File: src/rtl/mcc_pkg.sv
`default_nettype none
package mcc_pkg;

  // Default code widths of the position slot and of the other slots.
  localparam int unsigned PosBitsDef   = 16;
  localparam int unsigned FieldBitsDef = 12;

  // Width of a clamped offset, of a span magnitude and of a quotient.
  localparam int unsigned OpW  = 33;
  localparam int unsigned QuoW = 33;

  // Divider lanes.
  localparam int unsigned NLane  = 5;
  localparam int unsigned LnPos  = 0;
  localparam int unsigned LnVel  = 1;
  localparam int unsigned LnTrq  = 2;
  localparam int unsigned LnKp   = 3;
  localparam int unsigned LnKd   = 4;
  localparam int unsigned NDec   = 3;

  // Command codes.
  localparam logic CmdEncode = 1'b0;
  localparam logic CmdDecode = 1'b1;

  // Register reset values.
  localparam logic signed [31:0] PosMinRst = -32'sd6258688;
  localparam logic signed [31:0] PosMaxRst = 32'sd6258688;
  localparam logic signed [31:0] VelMinRst = -32'sd2949120;
  localparam logic signed [31:0] VelMaxRst = 32'sd2949120;
  localparam logic [30:0]        TrqLimRst = 31'd1179648;
  localparam logic [30:0]        KpLimRst  = 31'd32768000;
  localparam logic [30:0]        KdLimRst  = 31'd327680;

  typedef struct packed {
    logic signed [31:0] pos_min;
    logic signed [31:0] pos_max;
    logic signed [31:0] vel_min;
    logic signed [31:0] vel_max;
    logic [30:0]        torque_limit;
    logic [30:0]        kp_limit;
    logic [30:0]        kd_limit;
    logic               axis_reverse;
  } cfg_t;

  // Sideband that travels with an item through the divider.
  typedef struct packed {
    logic                      cmd;
    logic [7:0]                rid;
    logic                      rev;
    logic [NLane-1:0]          zero;
    logic [NDec-1:0]           neg;
    logic [NDec-1:0][31:0]     lo;
  } side_t;

endpackage
`default_nettype wire

File: src/rtl/mcc_post.sv
`default_nettype none
module mcc_post #(
  parameter int unsigned PB = mcc_pkg::PosBitsDef,
  parameter int unsigned FB = mcc_pkg::FieldBitsDef
) (
  input  wire logic                  clk_i,
  input  wire logic                  rst_ni,
  input  wire logic                  valid_i,
  input  wire mcc_pkg::side_t        side_i,
  input  wire logic [mcc_pkg::QuoW-1:0] quo_i [mcc_pkg::NLane],
  output logic                       done_o,
  output logic [63:0]                frame_out_o,
  output logic [7:0]                 reply_id_o,
  output logic signed [31:0]         position_o,
  output logic signed [31:0]         velocity_o,
  output logic signed [31:0]         torque_o
);
  import mcc_pkg::*;

  // Stage A: pack the codes, or add the scaled offset to the lower limit.
  logic               va_q, cmda_q, reva_q;
  logic [7:0]         rida_q;
  logic [63:0]        frma_q;
  logic signed [34:0] suma_q [NDec];

  always_ff @(posedge clk_i or negedge rst_ni) begin
    if (!rst_ni) begin
      va_q <= 1'b0;
    end else begin
      va_q <= valid_i;
    end
  end

  always_ff @(posedge clk_i) begin
    logic [11:0] c [NLane];
    logic [15:0] pc;
    logic signed [33:0] qs;
    pc = side_i.zero[LnPos] ? '0 : 16'(quo_i[LnPos][PB-1:0]);
    for (int l = 1; l < NLane; l++) begin
      c[l] = side_i.zero[l] ? '0 : 12'(quo_i[l][FB-1:0]);
    end
    c[LnPos] = '0;
    frma_q <= {pc, c[LnVel], c[LnKp], c[LnKd], c[LnTrq]};
    for (int l = 0; l < NDec; l++) begin
      qs = side_i.neg[l] ? -$signed({1'b0, quo_i[l]}) : $signed({1'b0, quo_i[l]});
      suma_q[l] <= 35'($signed(side_i.lo[l])) + 35'(qs);
    end
    cmda_q <= side_i.cmd;
    reva_q <= side_i.rev;
    rida_q <= side_i.rid;
  end

  // Stage B: axis sign, saturation and the result register.
  logic signed [31:0] val_b [NDec];

  always_comb begin
    logic signed [35:0] v;
    for (int l = 0; l < NDec; l++) begin
      v = reva_q ? -36'(suma_q[l]) : 36'(suma_q[l]);
      if (v > 36'sd2147483647) begin
        val_b[l] = 32'sh7FFFFFFF;
      end else if (v < -36'sd2147483648) begin
        val_b[l] = 32'sh80000000;
      end else begin
        val_b[l] = v[31:0];
      end
    end
  end

  always_ff @(posedge clk_i or negedge rst_ni) begin
    if (!rst_ni) begin
      done_o <= 1'b0;
    end else begin
      done_o <= va_q;
    end
  end

  always_ff @(posedge clk_i) begin
    if (cmda_q == CmdEncode) begin
      frame_out_o <= frma_q;
      reply_id_o  <= '0;
      position_o  <= '0;
      velocity_o  <= '0;
      torque_o    <= '0;
    end else begin
      frame_out_o <= '0;
      reply_id_o  <= rida_q;
      position_o  <= val_b[LnPos];
      velocity_o  <= val_b[LnVel];
      torque_o    <= val_b[LnTrq];
    end
  end

endmodule
`default_nettype wire

File: config.mk
export PLATFORM = sky130hd
export DESIGN_NAME = mcc_post
export DESIGN_NICKNAME = d
export VERILOG_FILES = /design/src/rtl/mcc_pkg.sv /design/src/rtl/mcc_post.sv
export SDC_FILE = /design/constraint.sdc
export NUM_CORES = 1
export LEC_CHECK = 0
export ABC_AREA = 1
export BUFFER_PORTS_ARGS = -buffer_cell sky130_fd_sc_hd__clkbuf_2
export CAP_MARGIN = 5
export CELL_PAD_IN_SITES_DETAIL_PLACEMENT = 0
export CELL_PAD_IN_SITES_GLOBAL_PLACEMENT = 1
export CORE_MARGIN = 2
export CORE_UTILIZATION = 29
export DETAILED_ROUTE_END_ITERATION = 8
export PLACE_DENSITY_LB_ADDON = 0.12
export SLEW_MARGIN = 25
export SYNTH_ARGS = -nofsm -noshare
export SYNTH_HDL_FRONTEND = slang
export SYNTH_SLANG_ARGS = --single-unit
File: constraint.sdc
create_clock -name clk_i -period 1.8 [get_ports clk_i]
set_input_delay 0.18 -clock clk_i [delete_from_list [all_inputs] [get_ports clk_i]]
set_output_delay 0.18 -clock clk_i [all_outputs]
set_load 0.01 [all_outputs]
After elaboration in Yosys (flattened, before gate mapping)
Memory sizes are Yosys's and may differ from the RTL's.
Index checks and enable logic that the tools add are counted.
{"block": "totals", "regBits": 244, "ram_bits": 105, "input_bits": 282, "output_inout_bits": 169, "elab_cells": 50, "mem_count": 1}
{"name": "suma_q", "words": 3, "width": 35, "rd": 3, "rd_ports_with_merged_regs": 0, "wr": 3, "line": "mcc_post.sv:24", "rtl": "logic signed [34:0] suma_q [NDec];"}
{"block": "op_classes", "add_sub_neg": 9, "n_lt_le_gt_ge": 6, "n_mux": 12, "bitwise_logic": 1, "n_reduce_logical": 3}
{"operator": "> comparator 36 x 32 -> 1 bit (second input constant)", "count": 3}
{"operator": "< comparator 36 x 32 -> 1 bit (second input constant)", "count": 3}
{"operator": "two-way mux 36 bit", "count": 3}
{"operator": "negation 35 -> 36 bit", "count": 3}
{"operator": "adder 32 x 34 -> 35 bit", "count": 3}
{"operator": "two-way mux 34 bit", "count": 3}
{"operator": "negation 33 -> 34 bit", "count": 3}
{"operator": "two-way mux 32 bit", "count": 3}
{"operator": "two-way mux 31 bit", "count": 3}
{"operator": "OR reduction 2 bit", "count": 3}
{"operator": "NOT 1 bit", "count": 1}

Logic depth before layout (Yosys ltp)
Gate-level depths: netlist of run 1.
An unclocked memory read counts as a cell.
{"block": "logic_depth", "word_depth": 6, "ltp_mapped": 28, "mapped_depth_nobuf": 28}

Least setup slack after synthesis of run 1
Ideal clock, no wire load.
{"block": "synth_timing", "path_kind": "in2reg", "start": "in quo_i[133] (netlist bit)", "end": "mem suma_q[0][33]", "setup_time_ns": 0.121, "t_arrival_ns": 2.839, "required_ns": 1.679, "slack_ns": -1.160, "path_stages": 25, "path_cell_list": "inv_1 -> ha_1 -> nand2_1 -> nor2_1 -> inv_1 -> nor2_2 -> nand2_1 -> nor2_1 -> inv_1 -> nor2_1 -> inv_1 -> nor2_2 -> nand2_1 -> o21ai_2 -> o21ai_0 -> nand2_1 -> nand2_1 -> ha_1 -> nand2_1 -> inv_1 -> a21oi_1 -> o221ai_1 -> a31oi_1 -> nand3_1 -> xor2_1"}
{"item": "start: declaration", "line": "mcc_post.sv:10", "rtl": "input wire logic [mcc_pkg::QuoW-1:0] quo_i [mcc_pkg::NLane],"}
{"item": "end: declaration", "line": "mcc_post.sv:24"}

==> flow_summary.json, run 1 <==
{
  "ys_ff_latch": 349,
  "layoutNonFillerInstCount": 5339,
  "finalSetupTns_ns": -74.74,
  "grt_max_degree": 76,
  "initial_utilization_pct": 29.2,
  "layout-drive-gt1-share_pct": 51.8,
  "cp_max_fo": 4,
  "drc": 0,
  "yosysMostFrequentCell": "nand2_1",
  "r2r_start": "suma_q[0][35]",
  "cts_tree": "done",
  "grt_overflow": 0,
  "hp-class": "in2reg",
  "place_congestion": 0.874,
  "insertion_delay_ns": 0.59,
  "placed_area_mm2": 0.0299,
  "rows": 97,
  "synth_ff_type": "dfxtp_1",
  "dieArea_mm2": 0.0726,
  "coreArea_mm2": 0.0699,
  "grt_pass1_vias": 24100,
  "synth_area_per_cell_um2": 6.98,
  "ys_seq_area_share_pct": 34.2,
  "period_minus_slack_ns": 2.68,
  "fin_ws_ns": -0.880,
  "clk_path_buf_depth": 3,
  "grt_pass1_wl_um": 124000,
  "fin_area_mm2": 0.0384,
  "synth_edf_count": 0,
  "maxCapViolations": 0,
  "worstSetupStartpointType": "input port",
  "r2r_cells": 15,
  "drt_first_iter_violations": 629,
  "end_kind": "flop",
  "synth_cell_types": 46,
  "skew_ns": 0.0388,
  "synth_top_area_share_pct": 34.0,
  "hold_violations": 0,
  "post_drt_via_cell_ratio": 4.42,
  "grt_util_all_layers_pct": 20.9,
  "area_delta_synth_final_pct": 88.0,
  "reg2reg_slack_ns": -0.46,
  "syn_nets": 3327,
  "antenna_found_initial": 0,
  "powerDensity_mw_per_mm2": 967,
  "fp.dieH_um": 270,
  "cp-endpoint": "suma_q[0][103]",
  "worstSetupStartpoint": "quo_i[70]",
  "cp.required_ns": 2.30,
  "vias": 23600,
  "ys_top_cells_by_count": "nand2_1 (611), nor2_1 (441), inv_1 (425)",
  "port_buffers": 408,
  "status": "complete, but fails checks",
  "violations": "negative setup slack",
  "die_w_um": 270,
  "htreeDepth": 2,
  "clock_sinks": 349,
  "io_pins": 451,
  "worstMarginPinSlew_ns": 0.652,
  "wl_um": 81000,
  "ir_drop_uv": 832,
  "r2r-end": "velocity_o[20]",
  "yosys-top-cells-area": "dfxtp_1 (34%), nand2_1 (11%), xor2_1 (8.8%), nor2_1 (8.1%), inv_1 (7.8%)",
  "async_flop_share_pct": 0.573,
  "drtPass1Iterations": 5,
  "clk_pin_slew_ns": 0.06,
  "finalCritPeriodShare_pct": 149,
  "numCtsBuffers": 42,
  "final_util_pct": 55.0,
  "ant_nets": 0,
  "crit_arrival_ns": 3.18,
  "rsz0062_at_grt": "yes",
  "setup_viol": 175,
  "dp_hpwl_um": 62400,
  "syn-instance-count": 2931,
  "path_class": "in2reg",
  "min_path_cells": 2,
  "routedWlPerCell_um": 15.2,
  "fin_nets": 4761,
  "slew_viol_final": 0,
  "dp.cells": 4991,
  "root_buffer": "clkbuf_16",
  "syn-cell-area_mm2": 0.0204,
  "ys_warn_count": 0,
  "power.total_mw": 37.2,
  "antenna_cells": 0,
  "nFillCells": 6679,
  "p_leak_nw": 18.6,
  "slew_headroom_pct": 56.1,
  "fmax_ghz": 0.373,
  "pre_cts_ws_ns": -2.14,
  "yosys.area.top_type": "dfxtp_1",
  "hold-worst-slack_ns": 0.0456
}
worst min path at each step:
stage | startpoint | endpoint | slack [ns]
5_1_grt | quo_i[147] | frma_q[63] | 0.03
6_report | side_i[103] | frma_q[13] | 0.05
2_1_floorplan | rst_ni | done_o | -0.12
3_3_place_gp | rst_ni | done_o | -0.04
3_5_place_dp | rst_ni | va_q | -0.03
4_1_cts | quo_i[147] | frma_q[63] | 0.005
worst max-delay path, stage by stage:
cell	delay [ns]
buf_8	0.10
nor2_4	0.09
nand4_1	0.18
nor3_4	0.29
nand3_2	0.14
nor3_4	0.28
nand2_4	0.12
nor2_4	0.18
nand3_2	0.08
nand2_2	0.12
xor2_2	0.10
ha_4	0.29
nand2_2	0.09
nor2_4	0.10
inv_2	0.06
nor4_4	0.23
buf_4	0.19
o21ai_2	0.11
nand3_4	0.10
xor2_1	0.14
cells in the final DEF (no fill, tap or decap), types with 64 or more instances in the layout:
cell type | netlist | routed
nor2_2 | 14 | 72
nand2_4 | 0 | 77
clkbuf_2 | 0 | 397
nand2_1 | 611 | 370
nand3_1 | 108 | 64
dfxtp_1 | 347 | 327
inv_1 | 425 | 357
nor2_4 | 0 | 75
nor2_1 | 441 | 308
buf_6 | 7 | 92
nand2_2 | 7 | 171
buf_4 | 6 | 809
ha_1 | 111 | 67
dlygate4sd3_1 | 0 | 113
xor2_1 | 206 | 189
a21oi_2 | 9 | 118
cell families after synthesis:
| kind of cell | Yosys count | share of synthesized area, % |
|---|---|---|
| simple gates | 1265 | 25.1 |
| buf+inv | 492 | 9.52 |
| compound gates | 443 | 12.6 |
| flops | 349 | 34.2 |
| xor+xnor | 268 | 11.5 |
| fa+ha+maj | 114 | 7.09 |
per-layer routing:
metal,GRT usage (%),wire [um],vias to the layer above
li1,-,-,12200
met3,3.33,3140,88
met5,0,0,-
met2,38.2,41400,380
met4,5.38,1820,0
met1,25.4,34600,10900
power by group:
group	internal, mW	switching [mW]
combinational	8.72	8.93
sequential	9.27	1.04
clock	5.70	3.51
total	23.7	13.5
cell type report:
type / instances / area, um^2 / share of cell area, %
tap: 940 / 1180 / 3.06
timing repair buffer: 1454 / 11100 / 29.0
clock buffer: 56 / 1190 / 3.11
sequential: 349 / 7040 / 18.3
multi-input combinational: 2091 / 15800 / 41.2
clock inverter: 22 / 335 / 0.872
inverter: 427 / 1720 / 4.49
flip-flops by register name (all words and copies together) (netlist names), 8 cells and up:
register     count
frame_out_o     64
frma_q          64
torque_o        32
suma_q         105
reply_id_o       8
rida_q           8
position_o      32
velocity_o      32
repair_timing:
action / in CTS / in global routing
hold endpoints to repair: 82 / 0
setup buffers: 79 / 81
resized for setup: 482 / 668
setup endpoints to repair: 175 / 183
hold buffers: 113 / 0
gates cloned: 5 / 8
pin swaps: 265 / 350
Note: power is estimated with default switching activity, not from simulation.
==> run 2: changes to the inputs <==
SETUP_SLACK_MARGIN = 0.3   (was default)
==> run 2 against run 1 <==
- the flow finishes with violations (negative hold slack, negative setup slack)
- register-to-register slack gained 0.05 ns
- worst hold slack lost 0.085 ns
- critical path type unchanged
- maximum frequency grew 1.9%
- highest routed layer is now met5
- global-route usage grew 0.41 points
- critical endpoint is now suma_q[0][24]
- via count grew 0.34%
- critical path depth grew 5
==> flow_summary.json, run 2 (synthesis results as in run 1) <==
{
  "ant_nets": 0,
  "min_path_cells": 2,
  "io_pins": 451,
  "hold-path-endpoint": "suma_q[0][1]",
  "skew_ns": 0.0340,
  "port_buffers": 408,
  "worstSetupStartpointType": "input port",
  "root_buffer": "clkbuf_16",
  "slew_viol_final": 0,
  "antenna_cells": 0,
  "area_delta_synth_final_pct": 92.9,
  "r2r_start": "suma_q[0][35]",
  "die_w_um": 270,
  "slew_headroom_pct": 57.8,
  "fin_ws_ns": -0.830,
  "hold-worst-slack_ns": -0.0390,
  "fp.dieH_um": 270,
  "coreArea_mm2": 0.0699,
  "status": "complete, but fails checks",
  "clk_path_buf_depth": 3,
  "grt_overflow": 0,
  "clk_pin_slew_ns": 0.06,
  "finalSetupTns_ns": -70.96,
  "pre_cts_ws_ns": -1.82,
  "power.total_mw": 38.9,
  "grt_max_degree": 76,
  "drt_first_iter_violations": 644,
  "powerDensity_mw_per_mm2": 987,
  "routedWlPerCell_um": 15.2,
  "path_class": "in2reg",
  "cp.required_ns": 2.25,
  "reg_top3": "suma_q (105), frame_out_o (64), frma_q (64)",
  "reg2reg_slack_ns": -0.41,
  "hold_violations": 1,
  "rows": 97,
  "vias": 23700,
  "swShare_pct": 36.5,
  "worstMarginPinSlew_ns": 0.633,
  "initial_utilization_pct": 29.2,
  "p_int_mw": 24.7,
  "final_cell_mix": "buf_4 (797), clkbuf_2 (397), inv_1 (347), nand2_1 (345), dfxtp_1 (305)",
  "p_leak_nw": 19.0,
  "ir_drop_uv": 831,
  "finalCritPeriodShare_pct": 146,
  "post_drt_via_cell_ratio": 4.41,
  "period_minus_slack_ns": 2.63,
  "numCtsBuffers": 44,
  "power_switching_mw": 14.2,
  "r2r_cells": 16,
  "r2r-end": "velocity_o[18]",
  "p_comb_share_pct": 48.8,
  "wl_um": 81600,
  "dieArea_mm2": 0.0726,
  "cp_max_fo": 4,
  "drc": 0,
  "top_register": "suma_q",
  "maxCapViolations": 0,
  "htreeDepth": 2,
  "fmax_ghz": 0.380,
  "setup_viol": 178,
  "insertion_delay_ns": 0.59,
  "antenna_found_initial": 1,
  "dp_hpwl_um": 61300,
  "grt_util_all_layers_pct": 21.3,
  "p_clk_share_pct": 24.4,
  "rsz0062_at_grt": "yes",
  "cts_tree": "done",
  "nFillCells": 6507,
  "layout-drive-gt1-share_pct": 54.5,
  "largest_reg_flops": 105,
  "grt_pass1_vias": 24800,
  "pwr-share-seq_pct": 26.8,
  "crit_arrival_ns": 3.08,
  "hp-class": "in2reg",
  "mostFrequentLayoutCell": "buf_4",
  "min-delay-start": "side_i[1]",
  "end_kind": "flop",
  "place_congestion": 0.904,
  "ctsHoldBuffers": 107,
  "fin_nets": 4791,
  "drtPass1Iterations": 5,
  "clock_sinks": 349,
  "violations": "negative hold slack, negative setup slack",
  "grt_pass1_wl_um": 126000
}
[run 2: cell types whose count changed in the layout (fill, tap and decap cells not counted), sizes merged]
| cell | before | now |
|---|---|---|
| inv | 427 | 429 |
| buf | 932 | 969 |
| clkinv | 13 | 11 |
| dlygate4sd3 | 113 | 107 |
| bufinv | 7 | 5 |
| clkbuf | 465 | 467 |
| clkinvlp | 2 | 1 |
[run 2: per-layer routing]
metal | share of wire [%] | global-route usage, %
met1 | 44 | 26.6
met3 | 4.8 | 4.38
met5 | 0.016 | 0
met4 | 2.9 | 6.39
met2 | 48 | 37.0
[run 2: final cells by class]
class	instances	area, um^2	share of cell area (%)
multi-input combinational	2091	16100	40.8
tap	940	1180	2.98
clock inverter	19	302	0.765
sequential	349	7070	17.9
inverter	427	1730	4.39
clock buffer	61	1290	3.28
timing repair buffer	1482	11800	29.9
[run 2: worst max-delay path, stage by stage]
cell and delay (ns):
clkbuf_16 0.14, inv_16 0.05, ha_4 0.13, nand2_4 0.05, nor2_4 0.12, inv_2 0.07, nor2_4 0.11, nand2_2 0.08
nor2_2 0.09, inv_2 0.05, nor2_2 0.08, inv_2 0.06, nor2_4 0.14, buf_4 0.13, nor2_2 0.03, xor2_1 0.13
ha_1 0.36, nand2_2 0.10, inv_1 0.07, a21oi_2 0.18, o211a_1 0.19, nand3_2 0.12, buf_4 0.16, buf_6 0.11
xor2_2 0.16
[run 2: worst max path at each step]
stage          startpoint              to  slack [ns]  depth (start not counted)
2_1_floorplan  quo_i[133]   suma_q[0][33]       -0.99                         23
3_3_place_gp    quo_i[67]  suma_q[0][104]       -1.84                         23
3_5_place_dp    quo_i[67]  suma_q[0][104]       -1.82                         24
4_1_cts        quo_i[100]   suma_q[0][65]       -0.77                         22
5_1_grt        quo_i[100]   suma_q[0][68]       -1.02                         23
6_report       quo_i[133]   suma_q[0][24]       -0.83                         25
[run 2: power groups by stage]
| stage | Combinational (mW) | Sequential, mW | Clock, mW |
|---|---|---|---|
| global route | 20.4 | 10.6 | 10.1 |
| CTS | 17.2 | 10.3 | 9.74 |
| global placement | 13.2 | 10.3 | 0 |
| detailed placement | 13.2 | 10.3 | 0 |
| floorplan | 6.40 | 10.4 | 0 |
| finish | 19.0 | 10.4 | 9.50 |
[run 2: repair_timing]
item | 4_1_cts | 5_1_grt
resized for setup | 659 | 504
hold endpoints to repair | 77 | 1
cloned | 20 | 1
setup endpoints to repair | 184 | 189
pin swaps | 337 | 306
buffers inserted | 120 | 69
[run 2: through the flow]
stage,util [%],std cells,area [um^2]
finish,56.4,5369,39400
global route,56.4,5369,39400
CTS,52.9,5299,37000
detailed placement,43.2,4972,30200
global placement,43.2,4972,30200
floorplan,-,2931,21500
==> run 3: changes to the inputs <==
--- a/config.mk
+++ b/config.mk
@@ -11,4 +11,5 @@
 export CELL_PAD_IN_SITES_DETAIL_PLACEMENT = 0
 export CELL_PAD_IN_SITES_GLOBAL_PLACEMENT = 1
+export CORE_ASPECT_RATIO = 1.4
 export CORE_MARGIN = 2
 export CORE_UTILIZATION = 29
==> constraint.sdc (replaced) <==
create_clock -name clk_i -period 1.8 [get_ports clk_i]
set_input_delay 0.27 -clock clk_i [delete_from_list [all_inputs] [get_ports clk_i]]
set_output_delay 0.27 -clock clk_i [all_outputs]
set_load 0.01 [all_outputs]
==> run 3 against run 2 <==
- the flow finishes with violations (negative setup slack)
- final cell count shrank 0.89%
- combinational power is essentially flat
- sequential share of layout area shrank 0.073 points
- clock power shrank 3.9%
- first-iteration DRC count grew 0.78%
- cell area grew 0.14%
- setup slack lost 0.10 ns
==> flow_summary.json, run 3 (synthesis results as in run 1) <==
{
  "status": "complete, but fails checks",
  "violations": "negative setup slack",
  "power_switching_mw": 14.4,
  "grt_util_all_layers_pct": 21.6,
  "grt_max_degree": 43,
  "hold_violations": 0,
  "dieArea_mm2": 0.0727,
  "ctsHoldBuffers": 103,
  "dp_hpwl_um": 62600,
  "hold-path-endpoint": "suma_q[0][1]",
  "end_kind": "flop",
  "drt_first_iter_violations": 649,
  "root_buffer": "clkbuf_16",
  "fin_nets": 4748,
  "fp.dieH_um": 318,
  "largest_reg_flops": 105,
  "crit_arrival_ns": 3.21,
  "hp-class": "in2reg",
  "vias": 23600,
  "coreArea_mm2": 0.0701,
  "drc": 0,
  "initial_utilization_pct": 29.2,
  "finalSetupTns_ns": -72.12,
  "p_clk_share_pct": 23.7,
  "htreeDepth": 2,
  "cp.required_ns": 2.28,
  "worstSetupStartpointType": "input port",
  "setup_viol": 179,
  "wl_um": 81500,
  "antenna_found_initial": 0,
  "post_drt_via_cell_ratio": 4.44,
  "p_int_mw": 24.1,
  "fin_ws_ns": -0.932,
  "finalCritPeriodShare_pct": 152,
  "worstMarginPinSlew_ns": 0.517,
  "clk_path_buf_depth": 3,
  "r2r_cells": 13,
  "slew_viol_final": 0,
  "clk_pin_slew_ns": 0.06,
  "drtPass1Iterations": 4,
  "reg2reg_slack_ns": -0.31,
  "slew_headroom_pct": 65.5,
  "grt_pass1_wl_um": 127000,
  "place_congestion": 0.899,
  "hold-worst-slack_ns": 0.000995,
  "fmax_ghz": 0.366,
  "maxCapViolations": 0,
  "path_class": "in2reg",
  "r2r_start": "suma_q[0][77]",
  "grt_overflow": 0,
  "ir_drop_uv": 653,
  "r2r-end": "torque_o[14]",
  "min_path_cells": 2,
  "routedWlPerCell_um": 15.3,
  "nFillCells": 6535,
  "layout-drive-gt1-share_pct": 55.3,
  "clock_sinks": 349,
  "ant_nets": 0,
  "min-delay-start": "side_i[1]",
  "p_leak_nw": 18.9,
  "p_comb_share_pct": 49.0,
  "swShare_pct": 37.4,
  "antenna_cells": 0,
  "io_pins": 451,
  "reg_top3": "suma_q (105), frame_out_o (64), frma_q (64)",
  "top_register": "suma_q",
  "port_buffers": 408,
  "skew_ns": 0.0227,
  "grt_pass1_vias": 24700,
  "powerDensity_mw_per_mm2": 974,
  "rows": 115,
  "rsz0062_at_grt": "yes",
  "numCtsBuffers": 41,
  "area_delta_synth_final_pct": 93.2,
  "cp_max_fo": 4,
  "pwr-share-seq_pct": 27.3,
  "period_minus_slack_ns": 2.73,
  "die_w_um": 228,
  "cts_tree": "done",
  "insertion_delay_ns": 0.61,
  "final_cell_mix": "buf_4 (768), clkbuf_2 (399), inv_1 (344), nand2_1 (333), dfxtp_1 (314)",
  "pre_cts_ws_ns": -1.88,
  "mostFrequentLayoutCell": "buf_4"
}
-- run 3: cell types whose count changed in the layout (fill, tap and decap cells not counted), moves of 9 or more --
| cell | before | now |
|---|---|---|
| a21oi_1 | 46 | 35 |
| buf_4 | 797 | 768 |
| clkbuf_8 | 16 | 6 |
| dfxtp_1 | 305 | 314 |
| nand2_1 | 345 | 333 |
| nand2_2 | 193 | 179 |
| nand2_4 | 77 | 103 |
| o21ai_0 | 47 | 36 |
| o21ai_1 | 33 | 42 |
-- run 3: worst max path at each step --
stage | slack, ns | from | to
floorplan | -1.08 | quo_i[133] | suma_q[0][33]
global placement | -1.84 | quo_i[67] | suma_q[0][101]
detailed placement | -1.88 | quo_i[100] | suma_q[0][69]
CTS | -0.88 | quo_i[70] | suma_q[0][100]
global route | -1.12 | quo_i[73] | suma_q[0][103]
finish | -0.93 | quo_i[73] | suma_q[0][103]
-- run 3: through the flow --
stage	util (%)	power [mW]	instance area [um^2]	std cells
2_1_floorplan	-	16.8	21500	2931
3_3_place_gp	43.1	23.5	30200	4967
3_5_place_dp	43.1	23.6	30200	4967
4_1_cts	52.5	36.6	36800	5271
5_1_grt	56.4	40.7	39500	5321
6_report	56.4	38.4	39500	5321
-- run 3: critical path, stage by stage --
cell	delay [ns]
clkbuf_2	0.10
inv_1	0.11
nand2_2	0.10
nor2_4	0.13
nand2_2	0.07
nor2_4	0.17
nand2_4	0.08
nor2_4	0.14
nand2_4	0.07
nor2_4	0.17
nand3_4	0.12
nand2_4	0.11
o21ai_2	0.06
xor2_1	0.16
ha_1	0.37
buf_4	0.17
nand2_1	0.06
nand2_1	0.05
a21oi_2	0.14
o221ai_2	0.11
a31oi_1	0.17
nand3_1	0.12
xor2_1	0.15
-- run 3: power groups by stage --
stage          Combinational [mW]  Clock, mW  Sequential [mW]
6_report                     18.8       9.13             10.5
5_1_grt                      20.3       9.70             10.7
4_1_cts                      16.8       9.44             10.3
3_5_place_dp                 13.2          0             10.3
3_3_place_gp                 13.2          0             10.3
2_1_floorplan                6.36          0             10.4
-- run 3: per-layer routing --
layer  up-vias  GRT usage [%]  part of all wire [%]  routed length [um]
met3       138           3.38                   3.8                3130
met2       421           41.1                    53               43200
li1      12100              -                     -                   -
met4         0           7.61                   3.6                2910
met1     10900           24.1                    40               32300
met5         -              0                     0                   0
-- run 3: what timing repair did --
item,in CTS,in global routing
setup endpoints to repair,186,188
pin swaps,393,341
hold endpoints to repair,76,1
resized for setup,705,563
gates cloned,17,1
buffers inserted,108,49
-- run 3: cell type report --
type	count	area, um^2	share of cell area, %
clock buffer	50	1130	2.86
clock inverter	26	359	0.909
inverter	427	1740	4.40
multi-input combinational	2090	16600	42.1
sequential	349	7060	17.9
tap	936	1170	2.97
timing repair buffer	1443	11400	28.9
